File: config.mk
export PLATFORM = sky130hd
export DESIGN_NAME = ppk_back
export DESIGN_NICKNAME = d
export VERILOG_FILES = /design/src/design/ppk_pkg.sv /design/src/design/ppk_back.sv
export SDC_FILE = /design/constraint.sdc
export NUM_CORES = 1
export LEC_CHECK = 0
export ABC_AREA = 1
export BUFFER_PORTS_ARGS = -buffer_cell sky130_fd_sc_hd__buf_2
export CORE_MARGIN = 5
export CORE_UTILIZATION = 50
export DETAILED_ROUTE_END_ITERATION = 8
export GPL_TIMING_DRIVEN = 0
export PLACE_DENSITY = 0.79
export SETUP_SLACK_MARGIN = 0.02
export SYNTH_ARGS = -nofsm -noshare
export SYNTH_HDL_FRONTEND = slang
export SYNTH_SLANG_ARGS = --single-unit
File: constraint.sdc
create_clock -name clk -period 2.4 [get_ports clk]
set_clock_uncertainty 0.15 [all_clocks]
set_input_delay 0.24 -clock clk [delete_from_list [all_inputs] [get_ports clk]]
set_output_delay 0.24 -clock clk [all_outputs]
set_load 0.1 [all_outputs]
File: src/design/ppk_pkg.sv
// Package for the YUY2 payload packetiser: item, result and command types,
// configuration indexes, mode codes, header constants and sizes.
// No dependencies.
package ppk_pkg;

    // Sizes
    localparam int PALETTE_DEPTH   = 256;
    localparam int POSITION_BITS   = 20;
    localparam int PAL_AW          = (PALETTE_DEPTH > 1) ? $clog2(PALETTE_DEPTH) : 1;
    localparam int PAL_WIDTH       = 24;
    localparam int FRAME_PAIRS_W   = 20;
    localparam int PAYLOAD_PAIRS_W = 8;
    localparam int CMP_W           = (POSITION_BITS > FRAME_PAIRS_W) ? POSITION_BITS
                                                                     : FRAME_PAIRS_W;
    localparam int QUEUE_DEPTH     = 4;
    localparam int QUEUE_AW        = $clog2(QUEUE_DEPTH);
    localparam int QUEUE_CW        = $clog2(QUEUE_DEPTH + 1);

    // Configuration register indexes and reset values
    localparam logic CFG_FRAME_PAIRS   = 1'b0;
    localparam logic CFG_PAYLOAD_PAIRS = 1'b1;
    localparam logic [FRAME_PAIRS_W-1:0]   FRAME_PAIRS_RST   = 20'd38400;
    localparam logic [PAYLOAD_PAIRS_W-1:0] PAYLOAD_PAIRS_RST = 8'd255;

    // Request modes
    localparam logic [1:0] MODE_PAL_WRITE = 2'd0;
    localparam logic [1:0] MODE_PAIR      = 2'd1;
    localparam logic [1:0] MODE_START     = 2'd2;
    localparam logic [1:0] MODE_ABORT     = 2'd3;

    // Packet header
    localparam logic [7:0] HEADER_LEN_BYTE = 8'h02;
    localparam int         HDR_FID_POS     = 0;
    localparam int         HDR_EOF_POS     = 1;

    // Byte steps of the output serialiser
    typedef enum logic [5:0] {
        STEP_LEN = 6'b000001,
        STEP_HDR = 6'b000010,
        STEP_Y0  = 6'b000100,
        STEP_U   = 6'b001000,
        STEP_Y1  = 6'b010000,
        STEP_V   = 6'b100000
    } step_t;

    typedef struct packed {
        logic [1:0] mode;
        logic [7:0] palette_index;
        logic [7:0] pal_y;
        logic [7:0] pal_u;
        logic [7:0] pal_v;
        logic [7:0] gray_first;
        logic [7:0] gray_second;
    } item_t;

    typedef struct packed {
        logic [7:0] out_byte;
        logic       packet_start;
        logic       packet_end;
        logic       frame_end;
        logic       last;
    } result_t;

    // One pixel pair, ready to be serialised
    typedef struct packed {
        logic       has_header;
        logic [7:0] header_byte;
        logic [7:0] y0;
        logic [7:0] u;
        logic [7:0] y1;
        logic [7:0] v;
        logic       pkt_end;
        logic       frm_end;
    } cmd_t;

    // Queue status seen by the top level and the serialiser
    typedef struct packed {
        logic                no_room;
        logic                head_valid;
    } queue_status_t;

endpackage

File: src/design/ppk_back.sv
// Back end: serialises one pair command into optional header and YUY2 bytes and
// presents them as a queue head. Uses ppk_pkg.
module ppk_back import ppk_pkg::*; (
    input  logic    clk,
    input  logic    rst_n,
    input  cmd_t    head,
    input  logic    head_valid,
    output logic    head_take,
    input  logic    pop,
    output logic    empty,
    output result_t result
);

    logic       cur_valid_reg, cur_valid_next;
    step_t      step_reg, step_next;
    cmd_t       cur_reg;
    logic       consume, done, load;

    assign consume   = pop && cur_valid_reg;
    assign done      = consume && (step_reg == STEP_V);
    assign load      = !cur_valid_reg || done;
    assign head_take = load && head_valid;

    // Step sequencing
    always_comb
    begin
        cur_valid_next = cur_valid_reg;
        step_next      = step_reg;
        if (head_take)
        begin
            cur_valid_next = 1'b1;
            step_next      = head.has_header ? STEP_LEN : STEP_Y0;
        end
        else if (done)
        begin
            cur_valid_next = 1'b0;
        end
        else if (consume)
        begin
            case (step_reg)
                STEP_LEN: step_next = STEP_HDR;
                STEP_HDR: step_next = STEP_Y0;
                STEP_Y0:  step_next = STEP_U;
                STEP_U:   step_next = STEP_Y1;
                STEP_Y1:  step_next = STEP_V;
                default:  step_next = step_reg;
            endcase
        end
    end

    always_ff @(posedge clk or negedge rst_n)
    begin
        if (!rst_n)
        begin
            cur_valid_reg <= 1'b0;
            step_reg      <= STEP_LEN;
        end
        else
        begin
            cur_valid_reg <= cur_valid_next;
            step_reg      <= step_next;
        end
    end

    always_ff @(posedge clk)
    begin
        if (head_take)
        begin
            cur_reg <= head;
        end
    end

    // Byte select for the current step
    always_comb
    begin
        result = '0;
        case (step_reg)
            STEP_LEN:
            begin
                result.out_byte     = HEADER_LEN_BYTE;
                result.packet_start = 1'b1;
            end
            STEP_HDR: result.out_byte = cur_reg.header_byte;
            STEP_Y0:  result.out_byte = cur_reg.y0;
            STEP_U:   result.out_byte = cur_reg.u;
            STEP_Y1:  result.out_byte = cur_reg.y1;
            STEP_V:
            begin
                result.out_byte   = cur_reg.v;
                result.packet_end = cur_reg.pkt_end;
                result.frame_end  = cur_reg.frm_end;
                result.last       = 1'b1;
            end
            default:
            begin
            end
        endcase
    end

    assign empty = !cur_valid_reg;

endmodule

-- Word level (Yosys, flattened, before mapping)
Index checks and enable logic that the tools add are counted.
- flip-flop bits (word level): 49
- input port bits: 47
- output and inout bits: 14
- eq/ne operators: 7
- muxes and demuxes: 10
- reductions and logical operators: 9
- operators by type and width (kind ; number):
    one-hot mux 8 bit (6 select lines) ; 1
    one-hot mux 6 bit (5 select lines) ; 1
    2-to-1 mux 6 bit ; 3
    == test 6 x 1 -> 1 bit (second input constant) ; 1
    == test 6 x 2 -> 1 bit (second input constant) ; 1
    == test 6 x 3 -> 1 bit (second input constant) ; 1
    == test 6 x 4 -> 1 bit (second input constant) ; 1
    == test 6 x 5 -> 1 bit (second input constant) ; 1
    == test 6 bit (second input constant) ; 1
    2-to-1 mux 3 bit ; 2
    nonzero test 6 bit ; 1
    nonzero test 2 bit ; 2
    logical AND 1 bit ; 3
    2-to-1 mux 1 bit ; 3
    AND reduction 3 bit ; 1
    != test 2 bit (second input constant) ; 1
    zero test 1 bit ; 1
    logical OR 1 bit ; 1

-- Logic depth before layout (Yosys ltp)
- depth after elaboration: 6
- mapped depth: 9

-- Worst setup path after synthesis
Ideal clock, no wire load.
- kind: reg-to-output
- start: reg step_reg[0]
- end: out result[5] (netlist bit)
- data arrival time: 2.160 ns
- data required time: 2.010 ns
- path slack: -0.150 ns
- stages on the path, launching flop included: 7
- path buffers: 0
- cells stage by stage: dfstp_2 inv_1 nor2_1 nand3_1 inv_1 a21oi_1 nand3_1
- RTL lines (what ; RTL line ; RTL):
    start, declared ; ppk_back.sv:15 ; step_t step_reg, step_next;
    start signal, assigned ; ppk_back.sv:61 ; step_reg <= step_next;
    end, declared ; ppk_back.sv:11 ; output result_t result

-- Worst setup path in the final report
- start: reg step_reg[1]
- end: out head_take
- word-level cells in the longest chain between the ends: 4
- ends and longest elaborated chain (what ; RTL line ; RTL):
    == test 6 bit ; ppk_back.sv:20 ; assign done = consume && (step_reg == STEP_V);
    logical AND 1 bit ; ppk_back.sv:20 ;
    logical OR 1 bit ; ppk_back.sv:21 ; assign load = !cur_valid_reg || done;
    logical AND 1 bit ; ppk_back.sv:22 ; assign head_take = load && head_valid;
    end, declared ; ppk_back.sv:8 ; output logic head_take,
No other way between the ends.

==> results.yml <==
synth:
  synth.largest_area_cell: "edfxtp_1"
  ys_warn_count: 0
  synth_nets: 224
  yosysMostFrequentCell: "nand2_1"
  synthArstFlopShare: 0.143
  ys_seq_area_frac: 0.708
  synth_common_cells: "52 x nand2_1, 42 x edfxtp_1, 22 x nand3_1, 14 x inv_1"
  yosysUniqueCellTypes: 18
  synth_seq_cells: 49
  synthTopCellsByArea: "edfxtp_1 62%, nand2_1 9.6%, dfrtp_1 7.4%"
  synth.top_cell.area_share: 0.621
  synth_edf_count: 42
  synth_cells: 177
  avgSynthCellArea_um2: 11.5
  synth_ff_type: "edfxtp_1"
  syn-cell-area_um2: 2030
clock_network:
  cts.sinks: 49
  clock_path_buffers: 2
  post-cts-setup-buffers: 0
  htree_levels: 2
  cts_tree: "done"
  cts-root-buf: "clkbuf_8"
  cts.clk_slew.worst_paths_ns: 0.08
  clk_latency_ns: 0.29
  numCtsBuffers: 5
sta:
  finalSetupViolCount: 0
  hold_violations: 0
  max_freq_mhz: 445
  tns_ns: 0
  rsz0062_at_grt: "no"
  slew_headroom: 0.674
  drv_slew: 0
  min_period_ns: 2.25
  tightest_slew_ns: 0.492
  fin_crit_sh: 0.937
pwr:
  p_leak_nw: 1.37
  max-vdd-ir-drop_uv: 651
  power_density_nw_per_um2: 1140
grt:
  grt_pass1_vias: 1808
  grt_overflow_total: 0
  grt_pass1_wl_mm: 8.46
  antenna_found_initial: 0
  grt_max_degree: 46
  track_usage: 0.208
placement:
  gp_congestion: 0.775
  placedInstanceArea_um2: 2420
  io_buffers: 60
  hpwl_mm: 2.94
final_layout:
  drive_gt1_frac: 0.317
  n_antenna_cell: 0
  largest_reg_flops: 42
  area_growth_pct: 48.5
  final_nets: 334
  fin_area_um2: 3010
detailed_routing:
  drt-total-wl_mm: 5.05
  firstDrtPassIters: 4
  vias_per_cell: 4.98
  wl_per_cell_um: 15.0
  ant_nets: 0
  drcViolationCount: 0
  first_iter_violations: 129
  vias: 1679
setup_path:
  crit_type: "flip-flop to output port"
  critPathMaxStageDelay_ns: 0.43
  crit_required_ns: 2.01
  crit_top_cell: "buf_6"
  cp-end-kind: "output port"
  cp_slowest_cell: "dfrtp_1"
  arrival_ns: 1.86
  start_kind: "flip-flop"
  cp_cell_sequence: "nor2_2 > nand3_4 > nand2_2 > nand3_2 > buf_6 > clkinv_8 > buf_6"
  worstPathMaxFanout: 45
hold_path:
  hp-class: "primary input to flip-flop"
status:
  status: "completed"
job:
  maxCapViolations: 0
die:
  start_util: 0.511
  design.core.area_um2: 3970
  die_area_um2: 5430
  die_h_um: 73.7
  boundaryPins: 61
  num_rows: 23
  die_w_um: 73.7
-- timing repair --
action,in CTS,in global routing
endpoints found under the setup margin,9,9
gates resized for setup,11,8
hold buffers,43,0
hold endpoints to repair,49,0
-- worst paths after layout --
| path | start | end | slack, ns | cells past startpoint |
|---|---|---|---|---|
| worst max-delay path | step_reg[1] | head_take | 0.15 | 7 |
| max in group asynchronous | rst_n | step_reg[0] | 1.71 | 2 |
| worst min-delay path | head[42] | step_reg[0] | 0.004 | 3 |
| min in group asynchronous | rst_n | step_reg[4] | 0.16 | 2 |
| worst max register to register | step_reg[1] | cur_reg[41] | 0.65 | 6 |
| worst min register to register | step_reg[0] | step_reg[0] | 0.37 | 2 |
-- routing by layer --
| metal | wire length, um | GRT usage | share of wire | up-vias |
|---|---|---|---|---|
| li1 | - | - | - | 816 |
| met1 | 1850 | 0.233 | 0.37 | 802 |
| met2 | 2830 | 0.382 | 0.56 | 50 |
| met3 | 305 | 0.0506 | 0.060 | 11 |
| met4 | 67 | 0.0724 | 0.013 | 0 |
| met5 | 0 | 0 | 0 | - |
-- layout make-up --
cell class / count / area, um^2
fillers: 258 / 957
well taps: 50 / 62.6
multi-input cells: 107 / 533
flip-flops and latches: 49 / 1440
clock inverters: 2 / 35.0
plain buffers: 1 / 11.3
repair buffers: 103 / 776
inverters: 20 / 90.1
clock buffers: 5 / 68.8
-- metrics by stage --
| stage | utilization | std cells | power, mW | hold slack, ns | setup slack [ns] |
|---|---|---|---|---|---|
| finish | 0.759 | 337 | 3.43 | 0.00360 | 0.151 |
| global route | 0.759 | 337 | 3.59 | 0.0158 | 0.0132 |
| CTS | 0.752 | 337 | 3.38 | 0.00969 | 0.0730 |
| detailed placement | 0.609 | 287 | 2.71 | -0.0577 | 0.104 |
| global placement | 0.609 | 287 | 2.67 | -0.0657 | 0.122 |
| floorplan | - | 177 | 2.42 | -0.206 | 0.0186 |
-- cells by family after synthesis --
kind of cell / after synthesis / synth area share
AND/OR/NAND/NOR: 95 / 0.210
AO/OA/AOI/OAI: 12 / 0.0364
buffers and inverters: 21 / 0.0450
flip-flops: 49 / 0.708
-- power by group --
| part | switching, mW | total [mW] | internal (mW) |
|---|---|---|---|
| combinational | 1.30 | 1.73 | 0.433 |
| sequential | 0.0714 | 1.13 | 1.06 |
| clock | 0.263 | 0.566 | 0.303 |
| total | 1.64 | 3.43 | 1.80 |
-- worst max-delay path: cells and delay by family (launching register included) --
family | cells | cell delay, ns
simple gates | 4 | 0.51
flops | 1 | 0.43
buf+inv | 3 | 0.61
-- cell usage in the layout (no fill, tap or decap), drive strengths merged, types with 2 or more instances in the layout --
cell type and instances:
edfxtp 42, nand2 56, a21oi 10, nor2 13, clkbuf 5, nand4 2, dlygate4sd3 43, inv 19
nand3 24, clkinv 2, dfrtp 6, buf 61
(Power assumes the default switching activity.)
