$ cat config.mk
export PLATFORM = sky130hd
export DESIGN_NAME = ppk_queue
export DESIGN_NICKNAME = d
export VERILOG_FILES = /design/src/design/ppk_pkg.sv /design/src/design/ppk_queue.sv
export SDC_FILE = /design/constraint.sdc
export NUM_CORES = 1
export LEC_CHECK = 0
export BUFFER_PORTS_ARGS = -buffer_cell sky130_fd_sc_hd__buf_2
export CAP_MARGIN = 0
export CELL_PAD_IN_SITES_DETAIL_PLACEMENT = 1
export CELL_PAD_IN_SITES_GLOBAL_PLACEMENT = 1
export CORE_MARGIN = 1.5
export CORE_UTILIZATION = 44
export DETAILED_ROUTE_END_ITERATION = 10
export GPL_ROUTABILITY_DRIVEN = 1
export HOLD_SLACK_MARGIN = 0.15
export PLACE_DENSITY_LB_ADDON = 0.1
export RECOVER_POWER = 50
export SLEW_MARGIN = 15
export SYNTH_ARGS = -nofsm -noshare
export SYNTH_HDL_FRONTEND = slang
export SYNTH_SLANG_ARGS = --single-unit
export TNS_END_PERCENT = 5
$ cat constraint.sdc
create_clock -name clk -period 6.05 [get_ports clk]
set_input_delay 0 -clock clk [delete_from_list [all_inputs] [get_ports clk]]
set_output_delay 0 -clock clk [all_outputs]
set_load 0.1 [all_outputs]
$ cat src/design/ppk_pkg.sv
// Package for the YUY2 payload packetiser: item, result and command types,
// configuration indexes, mode codes, header constants and sizes.
// No dependencies.
package ppk_pkg;

    // Sizes
    localparam int PALETTE_DEPTH   = 256;
    localparam int POSITION_BITS   = 20;
    localparam int PAL_AW          = (PALETTE_DEPTH > 1) ? $clog2(PALETTE_DEPTH) : 1;
    localparam int PAL_WIDTH       = 24;
    localparam int FRAME_PAIRS_W   = 20;
    localparam int PAYLOAD_PAIRS_W = 8;
    localparam int CMP_W           = (POSITION_BITS > FRAME_PAIRS_W) ? POSITION_BITS
                                                                     : FRAME_PAIRS_W;
    localparam int QUEUE_DEPTH     = 4;
    localparam int QUEUE_AW        = $clog2(QUEUE_DEPTH);
    localparam int QUEUE_CW        = $clog2(QUEUE_DEPTH + 1);

    // Configuration register indexes and reset values
    localparam logic CFG_FRAME_PAIRS   = 1'b0;
    localparam logic CFG_PAYLOAD_PAIRS = 1'b1;
    localparam logic [FRAME_PAIRS_W-1:0]   FRAME_PAIRS_RST   = 20'd38400;
    localparam logic [PAYLOAD_PAIRS_W-1:0] PAYLOAD_PAIRS_RST = 8'd255;

    // Request modes
    localparam logic [1:0] MODE_PAL_WRITE = 2'd0;
    localparam logic [1:0] MODE_PAIR      = 2'd1;
    localparam logic [1:0] MODE_START     = 2'd2;
    localparam logic [1:0] MODE_ABORT     = 2'd3;

    // Packet header
    localparam logic [7:0] HEADER_LEN_BYTE = 8'h02;
    localparam int         HDR_FID_POS     = 0;
    localparam int         HDR_EOF_POS     = 1;

    // Byte steps of the output serialiser
    typedef enum logic [5:0] {
        STEP_LEN = 6'b000001,
        STEP_HDR = 6'b000010,
        STEP_Y0  = 6'b000100,
        STEP_U   = 6'b001000,
        STEP_Y1  = 6'b010000,
        STEP_V   = 6'b100000
    } step_t;

    typedef struct packed {
        logic [1:0] mode;
        logic [7:0] palette_index;
        logic [7:0] pal_y;
        logic [7:0] pal_u;
        logic [7:0] pal_v;
        logic [7:0] gray_first;
        logic [7:0] gray_second;
    } item_t;

    typedef struct packed {
        logic [7:0] out_byte;
        logic       packet_start;
        logic       packet_end;
        logic       frame_end;
        logic       last;
    } result_t;

    // One pixel pair, ready to be serialised
    typedef struct packed {
        logic       has_header;
        logic [7:0] header_byte;
        logic [7:0] y0;
        logic [7:0] u;
        logic [7:0] y1;
        logic [7:0] v;
        logic       pkt_end;
        logic       frm_end;
    } cmd_t;

    // Queue status seen by the top level and the serialiser
    typedef struct packed {
        logic                no_room;
        logic                head_valid;
    } queue_status_t;

endpackage

$ cat src/design/ppk_queue.sv
// Short command queue between front end and serialiser; reports room
// including the pair still in the palette read. Uses ppk_pkg.
module ppk_queue import ppk_pkg::*; (
    input  logic          clk,
    input  logic          rst_n,
    input  logic          wr,
    input  cmd_t          wr_cmd,
    input  logic          in_flight,
    input  logic          rd,
    output cmd_t          head,
    output queue_status_t status
);

    cmd_t                entries [QUEUE_DEPTH];
    logic [QUEUE_AW-1:0] wr_ptr_reg, wr_ptr_next;
    logic [QUEUE_AW-1:0] rd_ptr_reg, rd_ptr_next;
    logic [QUEUE_CW-1:0] count_reg, count_next;

    // Pointer and fill count update
    always_comb
    begin
        wr_ptr_next = wr_ptr_reg;
        rd_ptr_next = rd_ptr_reg;
        count_next  = count_reg;
        if (wr)
        begin
            wr_ptr_next = (32'(wr_ptr_reg) == QUEUE_DEPTH - 1) ? '0
                                                              : wr_ptr_reg + QUEUE_AW'(1);
        end
        if (rd)
        begin
            rd_ptr_next = (32'(rd_ptr_reg) == QUEUE_DEPTH - 1) ? '0
                                                              : rd_ptr_reg + QUEUE_AW'(1);
        end
        if (wr && !rd)
        begin
            count_next = count_reg + QUEUE_CW'(1);
        end
        else if (rd && !wr)
        begin
            count_next = count_reg - QUEUE_CW'(1);
        end
    end

    always_ff @(posedge clk or negedge rst_n)
    begin
        if (!rst_n)
        begin
            wr_ptr_reg <= '0;
            rd_ptr_reg <= '0;
            count_reg  <= '0;
        end
        else
        begin
            wr_ptr_reg <= wr_ptr_next;
            rd_ptr_reg <= rd_ptr_next;
            count_reg  <= count_next;
        end
    end

    // Entry storage
    always_ff @(posedge clk)
    begin
        if (wr)
        begin
            entries[wr_ptr_reg] <= wr_cmd;
        end
    end

    assign head              = entries[rd_ptr_reg];
    assign status.head_valid = count_reg != '0;
    assign status.no_room    = (32'(count_reg) + 32'(in_flight)) >= QUEUE_DEPTH;

endmodule

# Yosys cells after proc, flatten, opt, wreduce, memory -nomap -nowiden
# Memories as Yosys holds them, arrays and structs flattened.
# Cells that the tools add are included.
# W data, S select, Z words.
[word_totals] reg_bits=7 mem_bits_rw=172 output_inout_bits=45 n_memories=1
[op_classes] n_addsub=5 n_lt_le_gt_ge=1 eq_ne=2 mux=6 n_reduce_logical=6
[mem_list] name="entries" words=4 word_bits=43 rd=1 rd_ports_with_merged_regs=0 wr=1 line_no="ppk_queue.sv:14" rtl="cmd_t entries [QUEUE_DEPTH];"
[op_table] op="$mux W3" n=2
[op_table] op="$add A2 B1 Y2 const B" n=2
[op_table] op="$add A3 B1 Y4" n=1
[op_table] op="$eq A2 B2 Y1 const B" n=2
[op_table] op="$ge A4 B3 Y1 const B" n=1
[op_table] op="$mux W2" n=2
[op_table] op="$add A3 B1 Y3 const B" n=1
[op_table] op="$reduce_bool A3 Y1" n=1
[op_table] op="$sub A3 B1 Y3 const B" n=1
[op_table] op="$logic_and A1 B1 Y1" n=2
[op_table] op="$logic_not A1 Y1" n=2
[op_table] op="$mux W1" n=2
[op_table] op="$reduce_bool A2 Y1" n=1

# Depth between registers and ports, before layout
# Gate-level depths: netlist of run 1.
[depth] word_depth=4 depth_mapped=7

# Worst setup path before layout of run 1
# No wires, ideal clock.
[synth_timing] path_kind="register to register" startpoint="register wr_ptr_reg[0]" endpoint="memory entries[2][0] (netlist name) (enable)" setup_ps=405 arrival_time_ps=1657 t_required_ps=5645 setup_slack_ps=3988 stages_incl_launch_ff=4 cell_sequence="dfrtp_1 -> inv_1 -> ha_1 -> and2_1"
[synth_lines] element="from (decl)" line_no="ppk_queue.sv:15" rtl="logic [QUEUE_AW-1:0] wr_ptr_reg, wr_ptr_next;"
[synth_lines] element="from (signal assigned)" line_no="ppk_queue.sv:55" rtl="wr_ptr_reg <= wr_ptr_next;"
[synth_lines] element="to (decl)" line_no="ppk_queue.sv:14"
# No word-level cell before the write port.

# Worst setup path in the final report of run 1
[layout_timing] startpoint="register wr_ptr_reg[1]" endpoint="memory entries[3][2] (netlist name) (enable)"
# No word-level cell before the write port.

==> impl_metrics.yaml, run 1 <==
sta:
  slew_headroom_pct: -24.2
  setup_violations: 0
  finalClockSkew_ns: 0.00668
  rsz0062_at_grt: "false"
  finalCritPeriodShare_pct: 46.6
  drv_slew: 25
  finalCriticalPeriod_ns: 2.82
  clock.fmax_mhz: 355
  tightest_slew_ns: 1.86
  setup_tns_ns: 0
  hold_viol: 0
layout:
  largest_reg_flops: 172
  syn_to_final_growth_pct: 25.0
  fin_nets: 470
  antenna_cells: 0
  final_cell_mix: "edfxtp_1, dlygate4sd3_1, buf_2, clkbuf_1, mux4_2"
  fillerInstances: 1273
  post_route_cells_drive_above_1_share_pct: 30.1
  layout_commonest_cell: "edfxtp_1"
drt:
  vias_per_cell: 5.15
  drc: 0
  wirelength_um: 12500
  vias: 3149
  wire_per_inst_um: 20.4
  final_antenna_net_count: 0
  drtPass1Iterations: 4
  drt_iter0_drc: 161
worst_setup_path:
  worstPathMaxFanout: 24
  cp-start-kind: "flop"
  max_stage_delay_ns: 1.39
  path_cells: "ha_1 -> and2_0 -> buf_4"
  cp_slowest_cell: "and2_0"
  crit_type: "reg2reg"
  critPathCaptureType: "flop"
  required_ns: 6.14
  cp_data_arrival_time_ns: 2.91
floorplanning:
  die_w_um: 126
  initial_core_util_pct: 45.5
  die_area_sq_um: 15900
  ios: 93
  core_sq_um: 14700
  die_h_um: 126
  rows: 44
clock_network:
  insertion_delay_ns: 0.42
  cts_setup_buffers: 0
  clk_pin_slew_ns: 0.06
  clock-sinks: 179
  cts_tree: "yes"
  root_buffer: "clkbuf_16"
  cts_made_buffers: 17
  post_cts_resized: 0
  htreeDepth: 4
  clockBufferDepth: 2
global_route:
  grt_pass1_wl_um: 19600
  track_usage_pct: 17.0
  grt_pass1_vias: 3542
  antenna_found_initial: 0
  grt_overflow: 0
  grt_max_degree: 47
status:
  status: "complete, but fails checks"
  violations: "capacitance limit, slew limit"
place:
  portBuffers: 92
  routabilityCongestion: 0.694
  dp_hpwl_um: 7320
synth:
  syn-cell-area_sq_um: 6680
  synth_top_family_by_area: "multiplexers"
  yosysWarnings: 0
  synthTopCellsByArea: "edfxtp_1, mux4_2, dfrtp_1"
  synthMuxAreaShare_pct: 15.3
  synth-compound-area-share_pct: 0.281
  synth_top_area_share_pct: 77.3
  synth_fa_ha_area_share_pct: 1.42
  syn-num-nets: 317
  synthXorXnorAreaFrac_pct: 0.393
  synth-seq-cells: 179
  synth_largest_area_cell: "edfxtp_1"
  syn_inst: 262
  synthSimpleGateAreaFrac_pct: 0.711
  syn_area_per_cell_sq_um: 25.5
  yosysSeqAreaShare_pct: 79.9
  yosysUniqueCellTypes: 20
hold_path:
  worst_hold_path_type: "in2reg"
run:
  cap_viol_max_count: 1
[per-stage QoR]
step                utilization [%]  setup slack [ns]  std cells  hold slack [ns]  area (sq um)
CTS                            57.3              3.50        612            0.308          8420
finish                         56.9              3.23        612            0.373          8360
detailed placement             49.7              3.97        533           -0.148          7310
global route                   56.9              2.98        612            0.396          8360
floorplan                         -              3.99        262           -0.296          6680
global placement               49.7              3.96        533           -0.150          7310
[Yosys cell counts (all sizes together)]
cell	instances
nand3	1
ha	6
nand2	1
xnor2	1
or3	1
dfrtp	7
nor2	2
mux2	3
buf	10
edfxtp	172
mux4	43
and2	4
o21ai	2
inv	5
a31o	1
fa	1
xor2	2
[path summary, 6_finish.rpt]
path / from / end / slack [ns] / cells past startpoint
setup / recovery: wr_ptr_reg[1]$_DFFE_PN0P_ / entries[3][2]$_DFFE_PP_ / 3.23 / 3
hold / removal: wr_cmd[0] / entries[1][0]$_DFFE_PP_ / 0.37 / 2
setup reg to reg: wr_ptr_reg[1]$_DFFE_PN0P_ / entries[3][2]$_DFFE_PP_ / 3.23 / 3
hold reg to reg: count_reg[2]$_DFFE_PN0P_ / count_reg[2]$_DFFE_PN0P_ / 0.51 / 1
max in group asynchronous: rst_n / rd_ptr_reg[0]$_DFFE_PN0P_ / 5.23 / 3
min in group asynchronous: rst_n / count_reg[2]$_DFFE_PN0P_ / 0.53 / 3
[timing repair]
action | CTS | global route
setup endpoints to repair | 0 | 0
hold endpoints to repair | 185 | 0
hold buffers | 47 | 0
[area by class of cell]
class / count / area, sq um / area share [%]
clock inverters: 15 / 214 / 2.56
well taps: 184 / 230 / 2.75
flip-flops and latches: 179 / 5350 / 64.0
repair buffers: 144 / 911 / 10.9
inverters: 5 / 18.8 / 0.225
clock buffers: 17 / 425 / 5.09
multi-input cells: 68 / 1210 / 14.5
[metal layers]
| metal | up-vias | GRT usage (%) | wire [um] |
|---|---|---|---|
| li1 | 1420 | - | - |
| met1 | 1629 | 20.9 | 5340 |
| met5 | - | 0 | 0 |
| met2 | 83 | 28.6 | 6380 |
| met4 | 0 | 6.69 | 184 |
| met3 | 17 | 4.76 | 572 |
[worst max-delay path, delay by kind of cell, from the launching register on]
kind          cells  cell delay [ns]
simple gates      1             1.39
flops             1             0.38
fa+ha+maj         1             0.17
buf+inv           1             0.53
[logic make-up (layout without fill, tap and decap cells)]
kind of cell	after synthesis	after routing
and+or+nand+nor	9	9
AOI/OAI and AO/OA	3	3
adders and majority gates	7	7
xor gates and xnor gates	3	3
muxes	46	46
DFF	179	179
buffers and inverters	15	181
Power of run 1 is not shown: default switching activity piles up to over one toggle a cycle in this logic, so the estimate is an artifact.
==> inputs of run 2 (changes only) <==
ABC_AREA = 1   (was unset)
CORE_UTILIZATION = 42   (was 44)
clock period = 2.44 ns   (was 6.05 ns; I/O delays follow)
==> run 2 against run 1 <==
Against the previous run: the run now ends clean; cell count rose by 53%; non-clock buffer count rose by 6; clock skew fell by 0.0015 ns.
==> impl_metrics.yaml, run 2 <==
global_route:
  grt_max_degree: 52
  grt_pass1_wl_um: 25400
  track_usage_pct: 18.7
  grt_pass1_vias: 4928
  grt_overflow: 0
  antenna_found_initial: 2
synth:
  syn-cell-area_sq_um: 7360
  synth_edf_count: 172
  synth_common_cells: "edfxtp_1, nand2_1, inv_1"
  syn_area_per_cell_sq_um: 13.3
  syn-num-nets: 610
  synth-seq-cells: 179
  yosys.cell_count.top_type: "edfxtp_1"
  yosysSeqAreaShare_pct: 72.6
  yosysUniqueCellTypes: 17
  syn_inst: 555
  synth_ff_type: "edfxtp_1"
  synthTopCellsByArea: "edfxtp_1, o211ai_1, nand2_1"
  async_reset_ff_share_pct: 3.91
  yosysWarnings: 0
  synth_largest_area_cell: "edfxtp_1"
  synth_top_area_share_pct: 70.2
floorplanning:
  die_h_um: 135
  die_area_sq_um: 18300
  initial_core_util_pct: 42.8
  ios: 93
  die_w_um: 135
  core_sq_um: 17200
  rows: 48
drt:
  drt_iter0_drc: 263
  final_antenna_net_count: 0
  vias: 4609
  drc: 0
  vias_per_cell: 4.92
  drtPass1Iterations: 4
  wirelength_um: 15900
  wire_per_inst_um: 17.0
layout:
  fin_nets: 751
  register_area_sq_um: 5340
  final_cell_mix: "edfxtp_1, nand2_1, inv_1"
  layout_commonest_cell: "edfxtp_1"
  post_route_cells_drive_above_1_share_pct: 12.8
  largest_reg_flops: 172
  multiInputGateArea_sq_um: 1340
  syn_to_final_growth_pct: 30.1
  fillerInstances: 1767
clock_network:
  clock-sinks: 179
  clockBufferDepth: 2
  cts_tree: "yes"
  cts_made_buffers: 17
  clk_pin_slew_ns: 0.06
  cts_setup_buffers: 0
  root_buffer: "clkbuf_16"
  insertion_delay_ns: 0.43
  htreeDepth: 4
sta:
  clock.fmax_mhz: 469
  finalCritPeriodShare_pct: 87.4
  hold_viol: 0
  tightest_slew_ns: 1.17
  slew_headroom_pct: 22.5
  setup_tns_ns: 0
  finalCriticalPeriod_ns: 2.13
  setup_violations: 0
  finalClockSkew_ns: 0.00514
  drv_slew: 0
  rsz0062_at_grt: "false"
worst_setup_path:
  cp-start-kind: "flop"
  worstPathMaxFanout: 51
  required_ns: 2.44
  crit_type: "reg2out"
  critPathCaptureType: "primary output"
  cp_data_arrival_time_ns: 2.13
hold_path:
  worst_hold_path_type: "in2reg"
place:
  dp_hpwl_um: 10000
  routabilityCongestion: 0.737
  portBuffers: 92
status:
  status: "finished clean"
run:
  cap_viol_max_count: 0
run 2: critical path, stage by stage, from the launching register on:
cell	delay [ns]
dfrtp_1	0.42
inv_4	0.39
buf_12	0.29
nand2_1	0.09
o211ai_1	0.09
nand2_1	0.16
buf_12	0.21
run 2: final timing paths:
path	cells past startpoint	from	slack [ns]	end
setup / recovery	6	rd_ptr_reg[0]$_DFFE_PN0P_	0.31	head[32]
hold / removal	3	rd	0.35	rd_ptr_reg[0]$_DFFE_PN0P_
setup reg to reg	5	wr_ptr_reg[1]$_DFFE_PN0P_	0.56	entries[1][8]$_DFFE_PP_
hold reg to reg	2	count_reg[2]$_DFFE_PN0P_	0.48	count_reg[2]$_DFFE_PN0P_
max in group asynchronous	3	rst_n	1.65	rd_ptr_reg[1]$_DFFE_PN0P_
min in group asynchronous	3	rst_n	0.52	count_reg[1]$_DFFE_PN0P_
run 2: repair_timing:
action | in CTS | in global routing
resized for setup | 0 | 0
hold endpoints to repair | 186 | 0
hold buffers | 47 | 0
setup endpoints to repair | 0 | 0
run 2: cell type report:
class / count / area share (%)
sequential: 179 / 55.8
timing repair buffer: 150 / 17.5
multi-input combinational: 249 / 14.0
clock buffer: 19 / 4.52
inverter: 99 / 3.91
tap: 225 / 2.94
clock inverter: 13 / 1.19
antenna: 2 / 0.0523
run 2: logic make-up after synthesis:
family                   after synthesis  synth area share [%]
AND/OR/NAND/NOR                      150                  7.72
AO/OA/AOI/OAI                         91                  9.12
XOR/XNOR                               1                 0.119
adder cells (fa/ha/maj)                7                  1.29
buffers and inverters                127                  9.15
flip-flops                           179                  72.6
run 2: through the flow:
step	util [%]	cell area (sq um)	std cells	hold WS [ns]	setup WS (ns)
finish	55.7	9570	936	0.351	0.308
global route	55.7	9570	936	0.365	0.148
CTS	56.0	9620	934	0.307	0.292
detailed placement	50.1	8600	855	-0.148	0.702
global placement	50.1	8600	855	-0.154	0.755
floorplan	-	7360	555	-0.296	0.547
run 2: metal layers:
layer / track usage [%] / vias up / part of all wire, %
li1: - / 2207 / -
met1: 22.3 / 2289 / 43
met2: 31.8 / 87 / 51
met3: 4.38 / 26 / 3.3
met4: 9.62 / 0 / 2.7
met5: 0 / - / 0
Power of run 2 is left out for the same reason.
